==> src/bmf_pkg.sv <==
// ----------------------------------------------------------------------------
// Box mean filter package
// Shared sizes, register indexes, beat types and the reciprocal table of the
// streaming box mean filter.
// ----------------------------------------------------------------------------
package bmf_pkg;

	// Sizing of the stores
	localparam int MAX_WINDOW     = 32;
	localparam int MAX_LINE_WIDTH = 4096;
	localparam int COL_W          = $clog2(MAX_LINE_WIDTH);
	localparam int ROWSEL_W       = $clog2(MAX_WINDOW);
	localparam int LS_ADDR_W      = ROWSEL_W + COL_W;

	// Field and datapath widths
	localparam int PIXEL_W    = 8;
	localparam int MEAN_W     = 8;
	localparam int ROW_W      = 16;
	localparam int WIN_W      = 6;
	localparam int WIDTH_W    = 13;
	localparam int COLSUM_W   = 13;
	localparam int WSUM_W     = 18;
	localparam int RECIP_W    = 17;
	localparam int PROD_W     = WSUM_W + RECIP_W;
	localparam int MEAN_SHIFT = 16;

	// Configuration port
	localparam int CFG_IDX_W  = 2;
	localparam int CFG_DATA_W = 16;
	localparam logic [CFG_IDX_W-1:0] REG_WINDOW_SIZE = 2'd0;
	localparam logic [CFG_IDX_W-1:0] REG_LINE_WIDTH  = 2'd1;
	localparam logic [CFG_IDX_W-1:0] REG_LINE_COUNT  = 2'd2;

	localparam logic [WIN_W-1:0]   RST_WINDOW_SIZE = 6'd1;
	localparam logic [WIDTH_W-1:0] RST_LINE_WIDTH  = 13'd640;
	localparam logic [ROW_W-1:0]   RST_LINE_COUNT  = 16'd480;

	// Result queue
	localparam int FIFO_DEPTH = 8;
	localparam int FIFO_PTR_W = $clog2(FIFO_DEPTH);
	localparam int FIFO_CNT_W = $clog2(FIFO_DEPTH + 1);

	// Per-pixel control that travels down the pipeline
	typedef struct packed {
		logic             proc;
		logic             emit;
		logic             y_zero;
		logic             y_lt_w;
		logic             x_zero;
		logic             x_lt_w;
		logic             frame_last;
		logic [COL_W-1:0] out_x;
		logic [ROW_W-1:0] out_y;
	} pix_ctl_t;

	// One result beat
	typedef struct packed {
		logic [MEAN_W-1:0] mean;
		logic [COL_W-1:0]  out_x;
		logic [ROW_W-1:0]  out_y;
		logic              frame_last;
	} mean_beat_t;

	// floor(65536 / (W*W)) for W = 1 .. 32
	function automatic logic [RECIP_W-1:0] recip_lookup(input logic [WIN_W-1:0] w);
		logic [RECIP_W-1:0] r;
		case (w)
			6'd1:  r = 17'd65536;
			6'd2:  r = 17'd16384;
			6'd3:  r = 17'd7281;
			6'd4:  r = 17'd4096;
			6'd5:  r = 17'd2621;
			6'd6:  r = 17'd1820;
			6'd7:  r = 17'd1337;
			6'd8:  r = 17'd1024;
			6'd9:  r = 17'd809;
			6'd10: r = 17'd655;
			6'd11: r = 17'd541;
			6'd12: r = 17'd455;
			6'd13: r = 17'd387;
			6'd14: r = 17'd334;
			6'd15: r = 17'd291;
			6'd16: r = 17'd256;
			6'd17: r = 17'd226;
			6'd18: r = 17'd202;
			6'd19: r = 17'd181;
			6'd20: r = 17'd163;
			6'd21: r = 17'd148;
			6'd22: r = 17'd135;
			6'd23: r = 17'd123;
			6'd24: r = 17'd113;
			6'd25: r = 17'd104;
			6'd26: r = 17'd96;
			6'd27: r = 17'd89;
			6'd28: r = 17'd83;
			6'd29: r = 17'd77;
			6'd30: r = 17'd72;
			6'd31: r = 17'd68;
			6'd32: r = 17'd64;
			default: r = '0;
		endcase
		return r;
	endfunction

endpackage

==> src/bmf_window_acc.sv <==
// ----------------------------------------------------------------------------
// Window accumulator
// Keeps the running window sum from the column sums of the current line and
// scales it by the reciprocal of the window area.
// ----------------------------------------------------------------------------
module bmf_window_acc (
	input  logic                           clk,
	input  logic                           arst_n,
	input  bmf_pkg::pix_ctl_t              ctl_s2,
	input  logic [bmf_pkg::COLSUM_W-1:0]   cs_s2,
	input  logic [bmf_pkg::WIN_W-1:0]      eff_w,
	input  logic [bmf_pkg::ROWSEL_W-1:0]   w_m1,
	output logic                           push,
	output bmf_pkg::mean_beat_t            beat,
	output logic [1:0]                     busy
);

	// Column sums of the most recent pixels, newest first
	logic [bmf_pkg::COLSUM_W-1:0] rcs_q [bmf_pkg::MAX_WINDOW];
	logic [bmf_pkg::WSUM_W-1:0]   wsum_q;
	logic [bmf_pkg::WSUM_W-1:0]   wsum_next;
	logic [bmf_pkg::COLSUM_W-1:0] rold;
	logic [bmf_pkg::RECIP_W-1:0]  recip_q;

	bmf_pkg::pix_ctl_t            ctl_s3;
	bmf_pkg::pix_ctl_t            ctl_s4;
	logic [bmf_pkg::WSUM_W-1:0]   wsum_s3;
	logic [bmf_pkg::PROD_W-1:0]   prod_s4;

	assign rold = rcs_q[w_m1];

	always_comb begin
		if (ctl_s2.x_zero) begin
			wsum_next = bmf_pkg::WSUM_W'(cs_s2);
		end else if (ctl_s2.x_lt_w) begin
			wsum_next = wsum_q + bmf_pkg::WSUM_W'(cs_s2);
		end else begin
			wsum_next = wsum_q + bmf_pkg::WSUM_W'(cs_s2) - bmf_pkg::WSUM_W'(rold);
		end
	end

	always_ff @(posedge clk) begin
		if (ctl_s2.proc) begin
			rcs_q[0] <= cs_s2;
			for (int i = 1; i < bmf_pkg::MAX_WINDOW; i++) begin
				rcs_q[i] <= rcs_q[i-1];
			end
		end
		recip_q <= bmf_pkg::recip_lookup(eff_w);
		wsum_s3 <= wsum_next;
		prod_s4 <= wsum_s3 * recip_q;
	end

	always_ff @(posedge clk or negedge arst_n) begin
		if (!arst_n) begin
			wsum_q <= '0;
			ctl_s3 <= '0;
			ctl_s4 <= '0;
		end else begin
			if (ctl_s2.proc) begin
				wsum_q <= wsum_next;
			end
			ctl_s3 <= ctl_s2;
			ctl_s4 <= ctl_s3;
		end
	end

	assign push            = ctl_s4.emit;
	assign beat.mean       = prod_s4[bmf_pkg::MEAN_SHIFT +: bmf_pkg::MEAN_W];
	assign beat.out_x      = ctl_s4.out_x;
	assign beat.out_y      = ctl_s4.out_y;
	assign beat.frame_last = ctl_s4.frame_last;
	assign busy            = {1'b0, ctl_s3.emit} + {1'b0, ctl_s4.emit};

endmodule

==> config.mk <==
export PLATFORM = sky130hd
export DESIGN_NAME = bmf_window_acc
export DESIGN_NICKNAME = d
export VERILOG_FILES = /design/src/bmf_pkg.sv /design/src/bmf_window_acc.sv
export SDC_FILE = /design/constraint.sdc
export NUM_CORES = 1
export LEC_CHECK = 0
export BUFFER_PORTS_ARGS = -buffer_cell sky130_fd_sc_hd__clkbuf_2
export CORE_MARGIN = 2
export CORE_UTILIZATION = 65
export CTS_CLUSTER_DIAMETER = 80
export CTS_CLUSTER_SIZE = 16
export DETAILED_ROUTE_END_ITERATION = 7
export PLACE_DENSITY = 0.84
export SLEW_MARGIN = 20
export SYNTH_ARGS = -nofsm -noshare
export SYNTH_HDL_FRONTEND = slang
export SYNTH_SLANG_ARGS = --single-unit
==> constraint.sdc <==
create_clock -name clk -period 9.6 [get_ports clk]
set_input_delay 0 -clock clk [delete_from_list [all_inputs] [get_ports clk]]
set_output_delay 0 -clock clk [all_outputs]
set_load 0.01 [all_outputs]
==> results.md, run 1 <==
- Status: complete, no violations
- Worst Path Buf+Inv: 4
- Multiplexer share of the synthesized area: 11.8%
- Leak: 12.3 nW
- Peak Freq: 0.153 GHz
- Syn nets: approximately 2200
- DR vias: 15900
- Count of unique library cells instantiated by Yosys: 67
- Synth Area in Compound Gates: under 10%
- Vias per cell: 6.16
- Synth top area share: 44.7%
- Crit share post-route: 68.1%
- Final non-filler cell total: 2578
- Die Height: between 200 and 250 microns
- Largest net degree at the start of global routing: 94
- Cell with the largest stage delay on the worst path: dfxtp_1
- Dpl hpwl: 36900 microns
- Register area share after synthesis: roughly 55%
- Worst EP required: roughly 10000 ps
- Post-Synth XOR/XNOR Area: 1.41%
- Cell Rows: 75
- Mapped Cells: ~1900
- First-pass iteration count of the detailed router: 6
- Main combinational cell family by area after synthesis: adder cells
- Clk buf depth: 3
- Unrepaired setup endpoints after global routing: false
- Most used cell, CP: fa_1
- Postcts setup bufs: 0
- TNS Setup: 0 ps
- Final hold vios: 0
- Core footprint: 42200 sq um
- PortBufs: 98
- Cells along the critical path: and2_1 -> fa_1 -> inv_1 -> fa_1 -> fa_1 -> inv_1 -> fa_1 -> fa_1 -> inv_1 -> fa_1 -> inv_1 -> ha_1 -> o21a_1 -> o21ai_0 -> nor3_1 -> nor3_1 -> a311oi_1 -> o21a_1 -> nor2_1 -> xnor2_1
- Finish-stage setup viols: 0
- IO Pins: 101
- PostCTS Resize Cnt: 0
- Worst-case headroom to the max-slew limit: 28.5%
- #FFs+latches synth: around 540
- Reg clk slew, reported paths: roughly 80 ps
- Post-Synth Simple-Gate Area: 6.70%
- WP data arrival: 7010 ps
- Count leader, synth: edfxtp_1
- Predominant post-synthesis flop cell: edfxtp_1
- Crit path max-delay family: adder cells
- First-pass GRT wire length: approximately 93000 microns
- Max Cap Viol: 0
- Final instance area: 30700 sq um
- CP Launch Type: flip-flop
- Synth Cell Area: 27900 sq um
- Clock latency on the worst-skew pair: 580 ps
- Cell Pwr Density: roughly 230 nW/um^2
- Adder-Cell Fraction of Synth Area: around 17%
- H-tree depth: 2
- Clock Sink Count: about 540
- Yosys warnings: 0
- CP Capture Type: flip-flop
- Placed insts: 2456
- Post-DP Area: between 20000 and 30000 sq um
- Slowest Stage Delay on Critical Path: between 800 and 900 ps
- Setup Skew: 35.2 ps
- Filler cells: 2494
- Average cell area after synthesis: 14.8 sq um
- Routed wire per std cell: 23.0 microns
- Final WL: 59400 microns
- TritonCTS buffer count: just over 40
- Worst vdd ir: 219 uV
- Area delta synth->final: 9.74%
- Die X: 211 microns
- Hold Crit Class: in -> async
- Synth area leader: edfxtp_1
- Largest cells by area after synthesis: edfxtp_1, fa_1, mux4_2
- Overall Global Routing Usage: 27.8%
- Commonest cells in the synthesized netlist: edfxtp_1, inv_1, fa_1
- Antenna violations before repair: 1
- Post-synth EDFFs: 416
- Area of the die: 44700 sq um
- Tmin final: 6540 ps
- Reg2Reg Setup Slack: 3060 ps
- Nets: 2356
- Hold buffer count at cts: 54
- Slew Limit Fails: 0
- Total gr overflow: 0
- DRC viols: 0
- Share of cells above drive strength 1: 15.7%
- Number of global-route vias before repair: approximately 17000
- CP Max Fanout: 15
- Async SR Flop Fraction: 14.6%
- Crit Path Class: reg -> reg
- DR iter-0 viols: between 1500 and 2000
- CTS tree: built
- Post-DRT Antenna Nets: 0
- Worst-margin pin slew: 1070 ps
- Initial cell density of the core: 66.2%
- Clk root buf: clkbuf_16
- Gpl congestion: 0.867
-- state kept, by name, summed over array words and instances, names as in the netlist --
signal	flops
recip_q	15
wsum_s3	18
beat	29
rcs_q	416
push	1
prod_s4	8
ctl_s3	30
wsum_q	18
-- worst paths after layout --
check,from,depth (start not counted),to
max in group asynchronous,arst_n,2,wsum_q[0]$_DFFE_PN0P_
min reg2reg,ctl_s3[7]$_DFF_PN0_,0,beat[8]$_DFF_PN0_
min in group clk,eff_w[2],3,recip_q[11]$_SDFF_PP0_
min,arst_n,2,ctl_s3[23]$_DFF_PN0_
max,wsum_s3[7]$_DFF_P_,20,prod_s4[22]$_DFF_P_
max reg2reg,wsum_s3[7]$_DFF_P_,20,prod_s4[22]$_DFF_P_
-- layout by cell type, fill, tap and decap left out, types with 19 or more instances in the layout --
master	synthesis	final
nor2_1	40	40
dfxtp_1	41	41
fa_1	169	169
dfrtp_1	78	78
a21oi_1	40	40
xnor2_1	39	39
dlygate4sd3_1	0	54
nand2_1	137	137
ha_1	112	112
clkbuf_1	54	19
inv_1	266	266
mux4_2	131	131
clkbuf_16	0	43
clkbuf_2	0	94
and2_1	126	126
edfxtp_1	416	416
o21ai_0	26	26
-- stage by stage --
step	setup slack (ps)	utilization, %	power [mW]	hold slack (ps)
6_report	3060	72.6	7.07	29.1
3_5_place_dp	3160	68.4	5.43	110
4_1_cts	3070	72.6	7.09	8.60
3_3_place_gp	3240	68.4	5.28	108
2_1_floorplan	4070	-	4.74	-296
5_1_grt	2650	72.6	7.54	58.2
-- layer usage --
layer / up-vias / track usage, % / wire, microns
met5: - / 0 / 0
met1: 8172 / 37.4 / 23100
met4: 0 / 10.4 / 1970
met3: 131 / 4.60 / 4280
li1: 6886 / - / -
met2: 687 / 46.3 / 30100
-- where the power goes --
part,switching (mW),internal [mW]
Sequential,0.265,2.72
Clock,0.802,0.838
Combinational,1.37,1.07
-- logic make-up (layout without fill, tap and decap cells) --
| kind of cell | Yosys count | count (layout) |
|---|---|---|
| compound gates | 150 | 150 |
| simple gates | 372 | 372 |
| buf+inv | 344 | 492 |
| other cells | 0 | 1 |
| mux | 163 | 163 |
| flops | 535 | 535 |
| xor+xnor | 45 | 45 |
| fa+ha+maj | 281 | 281 |
-- layout make-up --
class	count	area, sq um	area share [%]
inverter	266	998	3.26
clock buffer	62	1150	3.74
timing repair buffer	159	1120	3.64
sequential	535	15300	49.8
tap	539	674	2.20
multi-input combinational	1011	11400	37.1
clock inverter	5	86.3	0.281
antenna	1	2.50	0.00816
Power figures use the tool's default switching activity.
==> inputs of run 2 (changes only) <==
--- a/config.mk
+++ b/config.mk
@@ -5,13 +5,14 @@
 export SDC_FILE = /design/constraint.sdc
 export NUM_CORES = 1
 export LEC_CHECK = 0
+export ABC_AREA = 1
 export BUFFER_PORTS_ARGS = -buffer_cell sky130_fd_sc_hd__clkbuf_2
 export CORE_MARGIN = 2
-export CORE_UTILIZATION = 65
+export CORE_UTILIZATION = 63
 export CTS_CLUSTER_DIAMETER = 80
 export CTS_CLUSTER_SIZE = 16
 export DETAILED_ROUTE_END_ITERATION = 7
-export PLACE_DENSITY = 0.84
+export PLACE_DENSITY = 0.82
 export SLEW_MARGIN = 20
 export SYNTH_ARGS = -nofsm -noshare
 export SYNTH_HDL_FRONTEND = slang
==> constraint.sdc (replaced) <==
create_clock -name clk -period 6.8 [get_ports clk]
set_input_delay 0 -clock clk [delete_from_list [all_inputs] [get_ports clk]]
set_output_delay 0 -clock clk [all_outputs]
set_load 0.01 [all_outputs]
==> results.md, run 2 <==
- Slew Limit Fails: 0 (unchanged)
- Peak Freq: 0.171 GHz (+12%)
- WP data arrival: 6320 ps (-690 ps)
- IO Pins: 101 (unchanged)
- Cell Rows: 78 (+4.0%)
- Commonest cells in the synthesized netlist: inv_1, nand2_1, edfxtp_1
- Die X: 218 microns (+3.1%)
- Number of global-route vias before repair: 21200 (+25%)
- Max Cap Viol: 0 (unchanged)
- Total gr overflow: 0 (unchanged)
- Status: complete, no violations
- Synth area leader: edfxtp_1
- TritonCTS buffer count: 42 (+2.4%)
- Register area share after synthesis: 52.9% (-1.7 points)
- Predominant post-synthesis flop cell: edfxtp_1
- Average cell area after synthesis: 10.5 sq um (-29%)
- Nets: 3172 (+35%)
- Worst-margin pin slew: 1070 ps (+2.28 ps)
- TNS Setup: 0 ps (unchanged)
- Most flops, register: rcs_q
- CP Launch Type: flip-flop
- Vias per cell: 5.95 (-3.3%)
- Clk buf depth: 3 (unchanged)
- Max reg flops: 416 (unchanged)
- CP startpoint: recip_q[2]$_SDFF_PP0_
- Most common cell after layout, fill and taps aside: nand2_1
- Post-DRT Antenna Nets: 0 (unchanged)
- Routed wire per std cell: 19.2 microns (-17%)
- Final instance area: 31500 sq um (+2.9%)
- Worst-case headroom to the max-slew limit: 28.4% (-0.15 points)
- Reg clk slew, reported paths: 70 ps (about the same)
- Most frequent cells in the layout: nand2_1, inv_1, edfxtp_1, nor2_1, o21ai_0
- CP Capture Type: flip-flop
- DR vias: 20500 (+29%)
- Clk root buf: clkbuf_16
- Post-DP Area: 29700 sq um (+2.8%)
- Setup slack at placement: 1020 ps (-2140 ps)
- Final hold vios: 0 (unchanged)
- Crit Path Class: reg -> reg
- First-pass iteration count of the detailed router: 6 (unchanged)
- Worst EP required: 7270 ps (-2810 ps)
- Largest cells by area after synthesis: edfxtp_1, fa_1, dfrtp_1
- Tmin final: 5850 ps (-691 ps)
- Setup Skew: 29.8 ps (-5.48 ps)
- WHS: 31.8 ps (+2.73 ps)
- Gpl congestion: 0.915 (+5.6%)
- Yosys warnings: 0 (unchanged)
- #FFs+latches synth: 535 (unchanged)
- Area of the die: 47500 sq um (+6.4%)
- CTS tree: built
- Hold Startpoint: ctl_s2[29]
- Clock latency on the worst-skew pair: 590 ps (about the same)
- Final worst setup slack: 953 ps (-2110 ps)
- Count of unique library cells instantiated by Yosys: 50 (-25%)
- Clock Sink Count: 535 (unchanged)
- Mapped Cells: 2753 (+46%)
- Worst vdd ir: 277 uV (+26%)
- Die Height: 218 microns (+3.1%)
- Overall Global Routing Usage: 28.3% (+0.58 points)
- Dpl hpwl: 43200 microns (+17%)
- Synth top area share: 43.3% (-1.4 points)
- Leak: 14.0 nW (+14%)
- Unrepaired setup endpoints after global routing: false
- Async SR Flop Fraction: 14.6% (unchanged)
- H-tree depth: 2 (unchanged)
- Core footprint: 45300 sq um (+7.2%)
- CP Max Fanout: 18 (+3)
- Final WL: 66200 microns (+12%)
- Syn nets: 3095 (+39%)
- PortBufs: 98 (unchanged)
- Worst r2r src: recip_q[2]$_SDFF_PP0_
- Ant diodes: 0 (-1)
- Area delta synth->final: 9.37%
- Antenna violations before repair: 1 (unchanged)
- Share of cells above drive strength 1: 6.50% (-9.2 points)
- Synth Cell Area: 28800 sq um (+3.2%)
- Initial cell density of the core: 63.7% (-2.5 points)
- DRC viols: 0 (unchanged)
- Crit share post-route: 86.0% (+18 points)
- PostCTS Resize Cnt: 0 (unchanged)
- Cell Pwr Density: 302 nW/um^2 (+31%)
- Largest net degree at the start of global routing: 208 (+120%)
- First-pass GRT wire length: 107000 microns (+14%)
- DR iter-0 viols: 1976 (+18%)
- Finish-stage setup viols: 0 (unchanged)
- Post-synth EDFFs: 416 (unchanged)
- Hold Crit Class: in -> reg
==> run 2: cell types whose count changed after synthesis, moves of 77 or more <==
| cell | previous run | this run |
|---|---|---|
| inv_1 | 266 | 438 |
| mux4_2 | 131 | 0 |
| nor2_1 | 40 | 289 |
| o21ai_0 | 26 | 262 |
| nand2_1 | 137 | 438 |
| o221ai_1 | 0 | 77 |
| and2_1 | 126 | 1 |
==> run 2: cells by family (layout without fill, tap and decap cells) <==
kind of cell	count (synthesis)	after routing	share of synthesized area, %
xor gates and xnor gates	40	40	1.24
AOI/OAI and AO/OA	488	488	10.1
DFF	535	535	52.9
buffers and inverters	584	679	7.77
adders and majority gates	281	281	16.6
and+or+nand+nor	825	825	11.4
==> run 2: timing repair <==
item / 4_1_cts / 5_1_grt
hold endpoints to repair: 216 / 0
setup buffers: 0 / 0
hold buffers: 56 / 0
==> run 2: final cells by class <==
type                            instances  area, sq um
Sequential cell                       535        15300
Inverter                              442         1660
Clock inverter                          9          156
Timing Repair Buffer                  175         1280
Tap cell                              600          751
Fill cell                            3162        13700
Clock buffer                           53         1090
Multi-Input combinational cell       1634        11300
==> run 2: per-layer routing <==
metal / vias up / wire, microns / share of wire, % / GRT usage [%]
li1: 9248 / - / - / -
met1: 10100 / 26200 / 40 / 36.9
met2: 969 / 31900 / 48 / 47.1
met3: 174 / 5800 / 8.8 / 5.86
met4: 2 / 2310 / 3.5 / 11.1
met5: - / 10 / 0.015 / 0
==> run 2: through the flow <==
stage          std cells  utilization [%]  power, mW
6_report            3448             69.7       9.53
5_1_grt             3448             69.7       10.1
4_1_cts             3446             69.5       9.52
3_5_place_dp        3328             65.5       7.15
3_3_place_gp        3328             65.5       6.98
2_1_floorplan       2753                -       6.25
==> run 2: worst paths after layout <==
kind / to / slack [ps] / depth (start not counted)
max: prod_s4[23]$_DFF_P_ / 950 / 18
min: wsum_s3[8]$_DFF_P_ / 30 / 3
max reg2reg: prod_s4[23]$_DFF_P_ / 950 / 18
min reg2reg: beat[15]$_DFF_PN0_ / 340 / 0
max in group asynchronous: beat[5]$_DFF_PN0_ / 6050 / 2
min in group asynchronous: wsum_q[17]$_DFFE_PN0P_ / 100 / 2
==> run 2: critical path, stage by stage (launching register included) <==
cell      delay, ps
dfxtp_1         800
nand2_1         180
fa_1            550
fa_1            550
inv_1            50
fa_1            480
fa_1            510
fa_1            490
inv_1            50
fa_1            530
inv_1            60
ha_1            330
a21oi_1         200
o21ai_0         120
a21oi_1         130
nand3_1         270
a21oi_1         260
nand3b_1        130
nand2_1          50
==> run 2: report_power, final <==
part / switching (mW) / internal (mW)
clock network: 1.16 / 1.20
registers: 0.322 / 3.82
logic: 1.91 / 1.12
